`src/rtl/mwg_pkg.sv`:
```
`default_nettype none

package mwg_pkg;

	localparam int PeriodRegW = 11;
	localparam int ModeW = 2;
	localparam int SampleW = 8;

	localparam logic [ModeW-1:0] ModeSine = 2'd0;
	localparam logic [ModeW-1:0] ModeSquare = 2'd1;
	localparam logic [ModeW-1:0] ModeTriangle = 2'd2;
	localparam logic [ModeW-1:0] ModeSaw = 2'd3;

	localparam logic RegWaveMode = 1'b0;
	localparam logic RegPeriod = 1'b1;

	typedef logic [1:0] op_t;
	localparam op_t OpDirect = 2'd0;
	localparam op_t OpSine = 2'd1;
	localparam op_t OpLinear = 2'd2;

	typedef struct packed {
		op_t kind;
		logic period_end;
		logic [SampleW-1:0] direct;
	} mwg_ctrl_t;

	localparam int SineSteps = 1024;
	localparam int QuotW = $clog2(SineSteps);
	localparam int HalfSteps = SineSteps / 2;
	localparam int QuarterSteps = SineSteps / 4;
	localparam int FoldW = QuotW - 1;
	localparam int LutIdxW = $clog2(QuarterSteps);

	localparam logic [SampleW-1:0] MidCode = 8'd127;
	localparam logic [SampleW-1:0] PeakCode = 8'd254;
	localparam logic [SampleW-1:0] FullCode = 8'd255;

	localparam logic [63:0] Q30One = 64'd1073741824;
	localparam logic [63:0] HalfPiQ30 = 64'd1686629713;
	localparam logic [63:0] TaylorDiv [9] = '{
		64'd6, 64'd20, 64'd42, 64'd72, 64'd110, 64'd156, 64'd210, 64'd272, 64'd342
	};

	// Each entry holds the floored magnitude of 127*sin in the low bits and, in the
	// top bit, whether the ceiled magnitude is one larger.
	typedef logic [7:0] sine_lut_t [QuarterSteps];

	function automatic sine_lut_t build_sine_lut();
		sine_lut_t lut;
		logic [63:0] x;
		logic [63:0] x2;
		logic [63:0] term;
		logic [63:0] sum;
		logic [63:0] a;
		logic [63:0] fl;
		logic [63:0] cl;
		lut[0] = 8'd0;
		for (int q = 1; q < QuarterSteps; q++) begin
			x = (HalfPiQ30 * 64'(4 * q)) / SineSteps;
			x2 = (x * x) >> 30;
			term = x;
			sum = x;
			for (int k = 1; k <= 9; k++) begin
				term = ((term * x2) >> 30) / TaylorDiv[k-1];
				if ((k % 2) == 1) begin
					sum = sum - term;
				end else begin
					sum = sum + term;
				end
			end
			a = 64'd127 * sum;
			fl = a >> 30;
			cl = (a + Q30One - 64'd1) >> 30;
			if (fl > 64'd127) begin
				fl = 64'd127;
			end
			if (cl > 64'd127) begin
				cl = 64'd127;
			end
			lut[q] = {(cl != fl), fl[6:0]};
		end
		return lut;
	endfunction

	localparam sine_lut_t SineLut = build_sine_lut();

endpackage

`default_nettype wire

```
`src/rtl/mwg_front.sv`:
```
`default_nettype none

module mwg_front #(
	parameter int POS_W = 10,
	parameter int PER_W = 11,
	parameter int NUM_W = 20
) (
	input  wire logic                        clk,
	input  wire logic                        arst_n,
	input  wire logic                        in_valid,
	output logic                             in_ready,
	input  wire logic                        restart,
	input  wire logic [mwg_pkg::ModeW-1:0]   wave_mode,
	input  wire logic [PER_W-1:0]            period,
	output logic                             push_valid,
	input  wire logic                        push_ready,
	output mwg_pkg::mwg_ctrl_t               push_ctrl,
	output logic [NUM_W-1:0]                 push_num,
	output logic [PER_W-1:0]                 push_period
);
	import mwg_pkg::*;

	logic [POS_W-1:0] position_q;
	logic [POS_W-1:0] pos_raw;
	logic [POS_W-1:0] pos;
	logic [POS_W-1:0] tri_x;
	logic [PER_W-1:0] half;
	logic [PER_W-1:0] pos_ext;
	logic [PER_W-1:0] down;
	logic [PER_W-1:0] pos_inc;
	logic             lower;
	logic             accept;

	assign accept = in_valid && in_ready;
	assign in_ready = push_ready;
	assign push_valid = in_valid;
	assign push_period = period;

	assign pos_raw = restart ? '0 : position_q;
	assign pos = (PER_W'(pos_raw) >= period) ? '0 : pos_raw;
	assign pos_ext = PER_W'(pos);
	assign half = period >> 1;
	assign lower = pos_ext < half;
	assign down = period - pos_ext;
	assign tri_x = lower ? pos : POS_W'(down);
	assign pos_inc = pos_ext + PER_W'(1);

	always_comb begin
		push_ctrl.period_end = (pos_ext == (period - PER_W'(1)));
		push_ctrl.direct = lower ? FullCode : '0;
		push_ctrl.kind = OpLinear;
		push_num = '0;
		unique case (wave_mode)
			ModeSine: begin
				push_ctrl.kind = OpSine;
				push_num = {pos, {QuotW{1'b0}}};
			end
			ModeSquare: begin
				push_ctrl.kind = OpDirect;
			end
			ModeTriangle: begin
				push_num = NUM_W'({tri_x, 9'b0}) - NUM_W'({tri_x, 1'b0});
			end
			ModeSaw: begin
				push_num = NUM_W'({pos, 8'b0}) - NUM_W'(pos);
			end
		endcase
	end

	always_ff @(posedge clk or negedge arst_n) begin
		if (!arst_n) begin
			position_q <= '0;
		end else if (accept) begin
			position_q <= (pos_inc >= period) ? '0 : POS_W'(pos_inc);
		end
	end

endmodule

`default_nettype wire

```
`src/rtl/mwg_queue.sv`:
```
`default_nettype none

module mwg_queue #(
	parameter int WIDTH = 32
) (
	input  wire logic             clk,
	input  wire logic             arst_n,
	input  wire logic             push_valid,
	output logic                  push_ready,
	input  wire logic [WIDTH-1:0] push_data,
	output logic                  pop_valid,
	input  wire logic             pop_ready,
	output logic [WIDTH-1:0]      pop_data
);
	import mwg_pkg::*;

	localparam int Depth = 2;

	logic [WIDTH-1:0] entry_q [Depth];
	logic             wr_ptr_q;
	logic             rd_ptr_q;
	logic [1:0]       count_q;
	logic             do_push;
	logic             do_pop;

	assign push_ready = (count_q != 2'(Depth));
	assign pop_valid = (count_q != 2'd0);
	assign pop_data = entry_q[rd_ptr_q];
	assign do_push = push_valid && push_ready;
	assign do_pop = pop_valid && pop_ready;

	always_ff @(posedge clk) begin
		if (do_push) begin
			entry_q[wr_ptr_q] <= push_data;
		end
	end

	always_ff @(posedge clk or negedge arst_n) begin
		if (!arst_n) begin
			wr_ptr_q <= 1'b0;
			rd_ptr_q <= 1'b0;
			count_q <= 2'd0;
		end else begin
			if (do_push) begin
				wr_ptr_q <= !wr_ptr_q;
			end
			if (do_pop) begin
				rd_ptr_q <= !rd_ptr_q;
			end
			if (do_push && !do_pop) begin
				count_q <= count_q + 2'd1;
			end else if (do_pop && !do_push) begin
				count_q <= count_q - 2'd1;
			end
		end
	end

endmodule

`default_nettype wire

```
`src/rtl/mwg_back.sv`:
```
`default_nettype none

module mwg_back #(
	parameter int POS_W = 10,
	parameter int PER_W = 11,
	parameter int NUM_W = 20
) (
	input  wire logic                          clk,
	input  wire logic                          arst_n,
	input  wire logic                          pop_valid,
	output logic                               pop_ready,
	input  wire mwg_pkg::mwg_ctrl_t            pop_ctrl,
	input  wire logic [NUM_W-1:0]              pop_num,
	input  wire logic [PER_W-1:0]              pop_period,
	output logic                               out_valid,
	input  wire logic                          out_ready,
	output logic [mwg_pkg::SampleW-1:0]        sample,
	output logic                               period_end
);
	import mwg_pkg::*;

	localparam logic [1:0] BkIdle = 2'd0;
	localparam logic [1:0] BkDiv = 2'd1;
	localparam logic [1:0] BkDone = 2'd2;
	localparam int CntW = $clog2(QuotW);

	logic [1:0]         state_q;
	op_t                kind_q;
	logic               pend_q;
	logic [SampleW-1:0] direct_q;
	logic [PER_W-1:0]   per_q;
	logic [PER_W-1:0]   rem_q;
	logic [QuotW-1:0]   low_q;
	logic [QuotW-1:0]   quot_q;
	logic [CntW-1:0]    cnt_q;
	logic               out_valid_q;
	logic [SampleW-1:0] sample_q;
	logic               period_end_q;

	logic [PER_W:0]     trial;
	logic               fits;
	logic               neg;
	logic [FoldW-1:0]   fold;
	logic [FoldW-1:0]   quad;
	logic [7:0]         lut_entry;
	logic [6:0]         mag;
	logic [SampleW-1:0] sine_val;
	logic [SampleW-1:0] result;
	logic               out_free;

	assign pop_ready = (state_q == BkIdle);
	assign out_free = !out_valid_q || out_ready;
	assign out_valid = out_valid_q;
	assign sample = sample_q;
	assign period_end = period_end_q;

	assign trial = {rem_q, low_q[QuotW-1]};
	assign fits = trial >= {1'b0, per_q};

	assign neg = quot_q[QuotW-1];
	assign fold = quot_q[FoldW-1:0];
	assign quad = (fold > FoldW'(QuarterSteps)) ? (FoldW'(HalfSteps) - fold) : fold;
	assign lut_entry = SineLut[quad[LutIdxW-1:0]];
	assign mag = neg ? (lut_entry[6:0] + 7'(lut_entry[7])) : lut_entry[6:0];

	always_comb begin
		if (quad == '0) begin
			sine_val = MidCode;
		end else if (quad == FoldW'(QuarterSteps)) begin
			sine_val = neg ? '0 : PeakCode;
		end else if (neg) begin
			sine_val = MidCode - SampleW'(mag);
		end else begin
			sine_val = MidCode + SampleW'(mag);
		end
	end

	always_comb begin
		unique case (kind_q)
			OpSine: result = sine_val;
			OpLinear: result = (quot_q > QuotW'(FullCode)) ? FullCode : quot_q[SampleW-1:0];
			default: result = direct_q;
		endcase
	end

	always_ff @(posedge clk) begin
		unique case (state_q)
			BkIdle: begin
				kind_q <= pop_ctrl.kind;
				pend_q <= pop_ctrl.period_end;
				direct_q <= pop_ctrl.direct;
				per_q <= pop_period;
				rem_q <= PER_W'(pop_num[NUM_W-1:QuotW]);
				low_q <= pop_num[QuotW-1:0];
			end
			BkDiv: begin
				rem_q <= fits ? PER_W'(trial - {1'b0, per_q}) : PER_W'(trial);
				low_q <= low_q << 1;
				quot_q <= {quot_q[QuotW-2:0], fits};
			end
			default: begin
			end
		endcase
		if (state_q == BkDone && out_free) begin
			sample_q <= result;
			period_end_q <= pend_q;
		end
	end

	always_ff @(posedge clk or negedge arst_n) begin
		if (!arst_n) begin
			state_q <= BkIdle;
			cnt_q <= '0;
			out_valid_q <= 1'b0;
		end else begin
			unique case (state_q)
				BkIdle: begin
					cnt_q <= '0;
					if (pop_valid) begin
						state_q <= (pop_ctrl.kind == OpDirect) ? BkDone : BkDiv;
					end
				end
				BkDiv: begin
					cnt_q <= cnt_q + CntW'(1);
					if (cnt_q == CntW'(QuotW - 1)) begin
						state_q <= BkDone;
					end
				end
				BkDone: begin
					if (out_free) begin
						state_q <= BkIdle;
					end
				end
				default: begin
					state_q <= BkIdle;
				end
			endcase
			if (state_q == BkDone && out_free) begin
				out_valid_q <= 1'b1;
			end else if (out_ready) begin
				out_valid_q <= 1'b0;
			end
		end
	end

endmodule

`default_nettype wire

```
`src/rtl/multi_waveform_generator.sv`:
```
`default_nettype none

// Waveform generator: every input word is one sample tick and yields one output word
// holding an 8-bit DAC code for the selected waveform (sine, square, triangle or
// sawtooth) and a flag on the last position of each period. The front end keeps the
// position counter and takes one word per cycle while its two-entry queue has room.
// The back end serves one word at a time: square goes straight to the output register,
// while sine, triangle and sawtooth first pass through the 10-step radix-2 divider
// that scales the position by the period. The period is clamped to 2..PERIOD_MAX.
module multi_waveform_generator #(
	parameter int PERIOD_MAX = 1024
) (
	input  wire logic                           clk,
	input  wire logic                           arst_n,
	input  wire logic                           cfg_wr_en,
	input  wire logic                           cfg_index,
	input  wire logic [mwg_pkg::PeriodRegW-1:0] cfg_data,
	input  wire logic                           in_valid,
	output logic                                in_ready,
	input  wire logic                           restart,
	output logic                                out_valid,
	input  wire logic                           out_ready,
	output logic [mwg_pkg::SampleW-1:0]         sample,
	output logic                                period_end
);
	import mwg_pkg::*;

	localparam int PosW = ($clog2(PERIOD_MAX) > PeriodRegW) ? PeriodRegW : $clog2(PERIOD_MAX);
	localparam int PerW = ($clog2(PERIOD_MAX + 1) > PeriodRegW) ?
		PeriodRegW : $clog2(PERIOD_MAX + 1);
	localparam int NumW = PosW + QuotW;
	localparam int CtrlW = $bits(mwg_ctrl_t);
	localparam int QueueW = CtrlW + NumW + PerW;

	logic [ModeW-1:0]       wave_mode_q;
	logic [PeriodRegW-1:0]  period_q;
	logic [PerW-1:0]        eff_period;

	logic                   push_valid;
	logic                   push_ready;
	mwg_ctrl_t              push_ctrl;
	logic [NumW-1:0]        push_num;
	logic [PerW-1:0]        push_period;
	logic                   q_pop_valid;
	logic                   q_pop_ready;
	logic [QueueW-1:0]      q_pop_data;
	mwg_ctrl_t              pop_ctrl;
	logic [NumW-1:0]        pop_num;
	logic [PerW-1:0]        pop_period;

	always_ff @(posedge clk or negedge arst_n) begin
		if (!arst_n) begin
			wave_mode_q <= ModeSine;
			period_q <= 11'd100;
		end else if (cfg_wr_en) begin
			unique case (cfg_index)
				RegWaveMode: wave_mode_q <= cfg_data[ModeW-1:0];
				RegPeriod: period_q <= cfg_data;
			endcase
		end
	end

	always_comb begin
		if (period_q < 11'd2) begin
			eff_period = PerW'(2);
		end else if (32'(period_q) > PERIOD_MAX) begin
			eff_period = PerW'(PERIOD_MAX);
		end else begin
			eff_period = PerW'(period_q);
		end
	end

	mwg_front #(
		.POS_W(PosW),
		.PER_W(PerW),
		.NUM_W(NumW)
	) u_front (
		.clk        (clk),
		.arst_n     (arst_n),
		.in_valid   (in_valid),
		.in_ready   (in_ready),
		.restart    (restart),
		.wave_mode  (wave_mode_q),
		.period     (eff_period),
		.push_valid (push_valid),
		.push_ready (push_ready),
		.push_ctrl  (push_ctrl),
		.push_num   (push_num),
		.push_period(push_period)
	);

	mwg_queue #(
		.WIDTH(QueueW)
	) u_queue (
		.clk       (clk),
		.arst_n    (arst_n),
		.push_valid(push_valid),
		.push_ready(push_ready),
		.push_data ({push_ctrl, push_num, push_period}),
		.pop_valid (q_pop_valid),
		.pop_ready (q_pop_ready),
		.pop_data  (q_pop_data)
	);

	assign pop_ctrl = q_pop_data[QueueW-1 -: CtrlW];
	assign pop_num = q_pop_data[PerW +: NumW];
	assign pop_period = q_pop_data[PerW-1:0];

	mwg_back #(
		.POS_W(PosW),
		.PER_W(PerW),
		.NUM_W(NumW)
	) u_back (
		.clk       (clk),
		.arst_n    (arst_n),
		.pop_valid (q_pop_valid),
		.pop_ready (q_pop_ready),
		.pop_ctrl  (pop_ctrl),
		.pop_num   (pop_num),
		.pop_period(pop_period),
		.out_valid (out_valid),
		.out_ready (out_ready),
		.sample    (sample),
		.period_end(period_end)
	);

	// A full queue always has a word waiting for the back end.
	assert property (@(posedge clk) disable iff (!arst_n)
		!in_ready |-> q_pop_valid)
		else $error("queue reports full while empty");

	// Once the back end takes a word it is busy in the next cycle.
	assert property (@(posedge clk) disable iff (!arst_n)
		(q_pop_valid && q_pop_ready) |=> !q_pop_ready)
		else $error("back end took two words in a row");

	// Only square waves skip the divider.
	assert property (@(posedge clk) disable iff (!arst_n)
		(in_valid && in_ready) |->
			((push_ctrl.kind == OpDirect) == (wave_mode_q == ModeSquare)))
		else $error("word classified against the selected waveform");

endmodule

`default_nettype wire

```
`config.mk`:
```
export PLATFORM = sky130hd
export DESIGN_NAME = multi_waveform_generator
export DESIGN_NICKNAME = d
export VERILOG_FILES = /design/src/rtl/mwg_pkg.sv /design/src/rtl/mwg_front.sv /design/src/rtl/mwg_queue.sv /design/src/rtl/mwg_back.sv /design/src/rtl/multi_waveform_generator.sv
export SDC_FILE = /design/constraint.sdc
export NUM_CORES = 1
export LEC_CHECK = 0
export BUFFER_PORTS_ARGS = -buffer_cell sky130_fd_sc_hd__clkbuf_2
export CAP_MARGIN = 10
export CORE_ASPECT_RATIO = 2
export CORE_MARGIN = 1
export CORE_UTILIZATION = 29
export DETAILED_ROUTE_END_ITERATION = 16
export PLACE_DENSITY = 0.53
export RECOVER_POWER = 50
export SYNTH_ARGS = -nofsm -noshare
export SYNTH_HDL_FRONTEND = slang
export SYNTH_SLANG_ARGS = --single-unit
export TNS_END_PERCENT = 50
```
`constraint.sdc`:
```
create_clock -name clk -period 12.5 [get_ports clk]
set_input_delay 0.625 -clock clk [delete_from_list [all_inputs] [get_ports clk]]
set_output_delay 0.625 -clock clk [all_outputs]
set_load 0.02 [all_outputs]
```
==> metrics.md <==
| Metric | Value |
|---|---|
| Run status | finished with violations |
| Violated checks | capacitance limit, slew limit |
| Top cells by area, synth | edfxtp_1 31%, ha_1 8.1%, dfrtp_1 6.4%, nand2_1 3.7%, xnor2_1 3.7% |
| # resized after CTS | 0 |
| Via count | 10.1k |
| Global route overflow | 0 |
| Leakage power | 5.22 nW |
| Mean Syn Cell Area | 9.29 um2 |
| Cell area after synthesis | 12100 um2 |
| Fin crit share | 61.9% |
| Core area | 41000 um2 |
| Std cell rows | 105 |
| Hold Crit Class | input pin to flop |
| CTS root buf | clkbuf_16 |
| TritonCTS buffer count | 17 |
| Io pins | 29 |
| Mapped Nets | 1398 |
| Post-CTS setup buffers | 0 |
| Hold_sp | cfg_data[10] |
| Hold Fails Final Rpt | 0 |
| Synth unique cells | 101 |
| RR Endpoint | u_queue.entry_q[0][27]$_DFFE_PP_ |
| Async set-reset flop share out of synthesis | 21.4% |
| Main synth FF type | edfxtp_1 |
| Maximum clock insertion buffer count | 2 |
| Syn Inst Count | 1300 |
| Layout cells sized above 1 | 9.70% |
| # diodes | 0 |
| Synth cell count leaders | 125 x edfxtp_1, 119 x nand2_1, 86 x nor2_1 |
| Initial antenna violation count | 0 |
| CP Class | flop to flop |
| Clk_skew | 14.1 ps |
| DIE HEIGHT | 291 um |
| Setup TNS | 0 ps |
| Number of hold buffers added after CTS | 0 |
| Hold path cells | 2 |
| Starting Density | 29.5% |
| Minimum clock period | 7730 ps |
| Peak supply drop | 0.104 mV |
| CTS tree | yes |
| Final setup violation count | 0 |
| Final WL | 39800 um |
| RSZ-0062 raised after global routing | no |
| R2R setup slack | 4770 ps |
| DRC | 0 |
| Antenna Violating Nets Remaining | 0 |
| Area Overhead vs Synth | 10.0% |
| Total track usage | 19.1% |
| Most used routing layer | met2 |
| CP endpoint kind | flop |
| Area of the die | 42500 um2 |
| Largest net degree at the start of global routing | 51 |
| Routed WL per cell | 21.6 um |
| DRT iter0 DRCs | 455 |
| Clock-pin slew on the worst setup and hold paths | 70 ps |
| Register bit total from synthesis | 159 |
| Die Wd | 146 um |
| Post-synth top area share | 31.1% |
| Placer Congestion | 0.953 |
| CTS sink count | 159 |
| Fmax | 129 MHz |
| Final hold slack | 412 ps |
| DP Wirelength | 31300 um |
| H-tree levels | 4 |
| Critical path required time | 12690 ps |
| Pwr/cell area | 310 nW/um2 |
| M2 GR Usage | 39.0% |
| Avg Vias per Cell | 5.47 |
| R2R Path Start | period_q[10]$_DFFE_PN0P_ |
| Fin. max-slew vios | 118 |
| Count leader, synth | edfxtp_1 |
| Dpl ws | 4800 ps |
| Synth warnings | 0 |
| WHS Endpoint | period_q[10]$_DFFE_PN0P_ |
| First-pass detailed-route iteration total | 8 |
| CP max stage delay | 740 ps |
| IO Port Bufs | 28 |
| Startpoint Class | flop |
| Setup WS post-layout | 4770 ps |
| CP arrival | 7930 ps |
| MaxCap Viol Count | 3 |
| Global-route wire length before repair | 60700 um |
| Vias in the first global route | 10.5k |
| FF-to-FF path depth | 26 |
| Seq/Total Area, Yosys | 38.1% |
| Worst Tran Pin Value | 2530 ps |
| Met1 GRT Util | 15.8% |
| Final nets | 1394 |
| Crit-path max FO | 24 |
| Clock Latency Late Sink | 440 ps |
| Synth area leader | edfxtp_1 |
| Slew HR | -68.8% |
| EDFF count, synth | 125 |
| Worst path slowest cell | or2_1 |
| Met3 Use GR | 2.10% |
## critical path: cells and delay by family (launching register included)
kind | cells | cell delay [ps]
buffers and inverters | 5 | 1590
adder cells (fa/ha/maj) | 3 | 820
AND/OR/NAND/NOR | 9 | 2700
flip-flops | 1 | 480
AO/OA/AOI/OAI | 9 | 1880
## layout by cell type (no fill, tap or decap), types with 22 or more instances in the layout
master and n:
a21oi_1 79, nand2_1 119, nand2b_1 26, nor2_1 85, mux2_2 25, edfxtp_1 125, ha_1 78, dfrtp_1 30
inv_1 76, o21ai_0 84, a21o_1 22, nor2b_1 32, nor3_1 38, xnor2_1 51, mux2i_1 28, nand3_1 25
## flip-flops by register name, indices dropped and copies added (netlist names)
name / count
u_queue.entry_q: 70
period_q: 11
u_back.per_q: 11
u_back.rem_q: 11
u_back.low_q: 10
u_back.quot_q: 10
u_front.position_q: 10
u_back.sample: 8
u_back.cnt_q: 4
u_back.kind_q: 2
u_back.state_q: 2
u_queue.count_q: 2
wave_mode_q: 2
u_back.direct_q: 1
u_back.out_valid: 1
u_back.pend_q: 1
u_back.period_end: 1
u_queue.rd_ptr_q: 1
u_queue.wr_ptr_q: 1
## through the flow
stage	total power (W)	area (um2)	utilization [%]	std cells
final	0.00412	13300	32.4	1844
after global routing	0.00444	13300	32.4	1844
after CTS	0.00412	13300	32.5	1844
after detailed placement	0.00355	12700	31.0	1812
after global placement	0.00353	12700	31.0	1812
after floorplan	0.00289	12100	-	1300
## layer usage
| metal | part of all wire, % | vias up |
|---|---|---|
| li1 | - | 4809 |
| met1 | 31 | 4851 |
| met2 | 58 | 292 |
| met3 | 2.4 | 142 |
| met4 | 8.8 | 0 |
| met5 | 0 | - |
## area by class of cell
cell class | instances | area (um2)
inverter | 80 | 303
multi-input combinational | 993 | 6870
tap | 535 | 669
clock inverter | 13 | 176
timing repair buffer | 45 | 238
fill | 4322 | 27700
clock buffer | 19 | 433
sequential | 159 | 4610
## worst max path at each step
stage,startpoint,end,depth (start not counted)
global route,period_q[10]$_DFFE_PN0P_,u_queue.entry_q[0][27]$_DFFE_PP_,26
CTS,period_q[10]$_DFFE_PN0P_,u_queue.entry_q[0][27]$_DFFE_PP_,26
global placement,restart,u_queue.entry_q[0][27]$_DFFE_PP_,29
finish,period_q[10]$_DFFE_PN0P_,u_queue.entry_q[0][27]$_DFFE_PP_,26
detailed placement,restart,u_queue.entry_q[0][27]$_DFFE_PP_,26
floorplan,restart,u_queue.entry_q[0][27]$_DFFE_PP_,30
## where the power goes
part / switching, W / leakage (nW) / internal, W / total [W]
combinational: 0.00162 / 3.30 / 0.000952 / 0.00257
sequential: 0.000151 / 1.62 / 0.000849 / 0.00100
clock: 0.000226 / 0.300 / 0.000320 / 0.000546
total: 0.00200 / 5.22 / 0.00212 / 0.00412
## cell families (layout without fill, tap and decap cells)
| group | count (synthesis) | in the layout | share of synthesized area (%) |
|---|---|---|---|
| mux | 60 | 60 | 5.40 |
| buf+inv | 148 | 157 | 5.11 |
| flops | 159 | 159 | 38.1 |
| simple gates | 411 | 411 | 17.0 |
| compound gates | 371 | 371 | 20.7 |
| fa+ha+maj | 80 | 80 | 8.41 |
| xor+xnor | 71 | 71 | 5.27 |
Note: power is estimated with default switching activity, not from simulation.
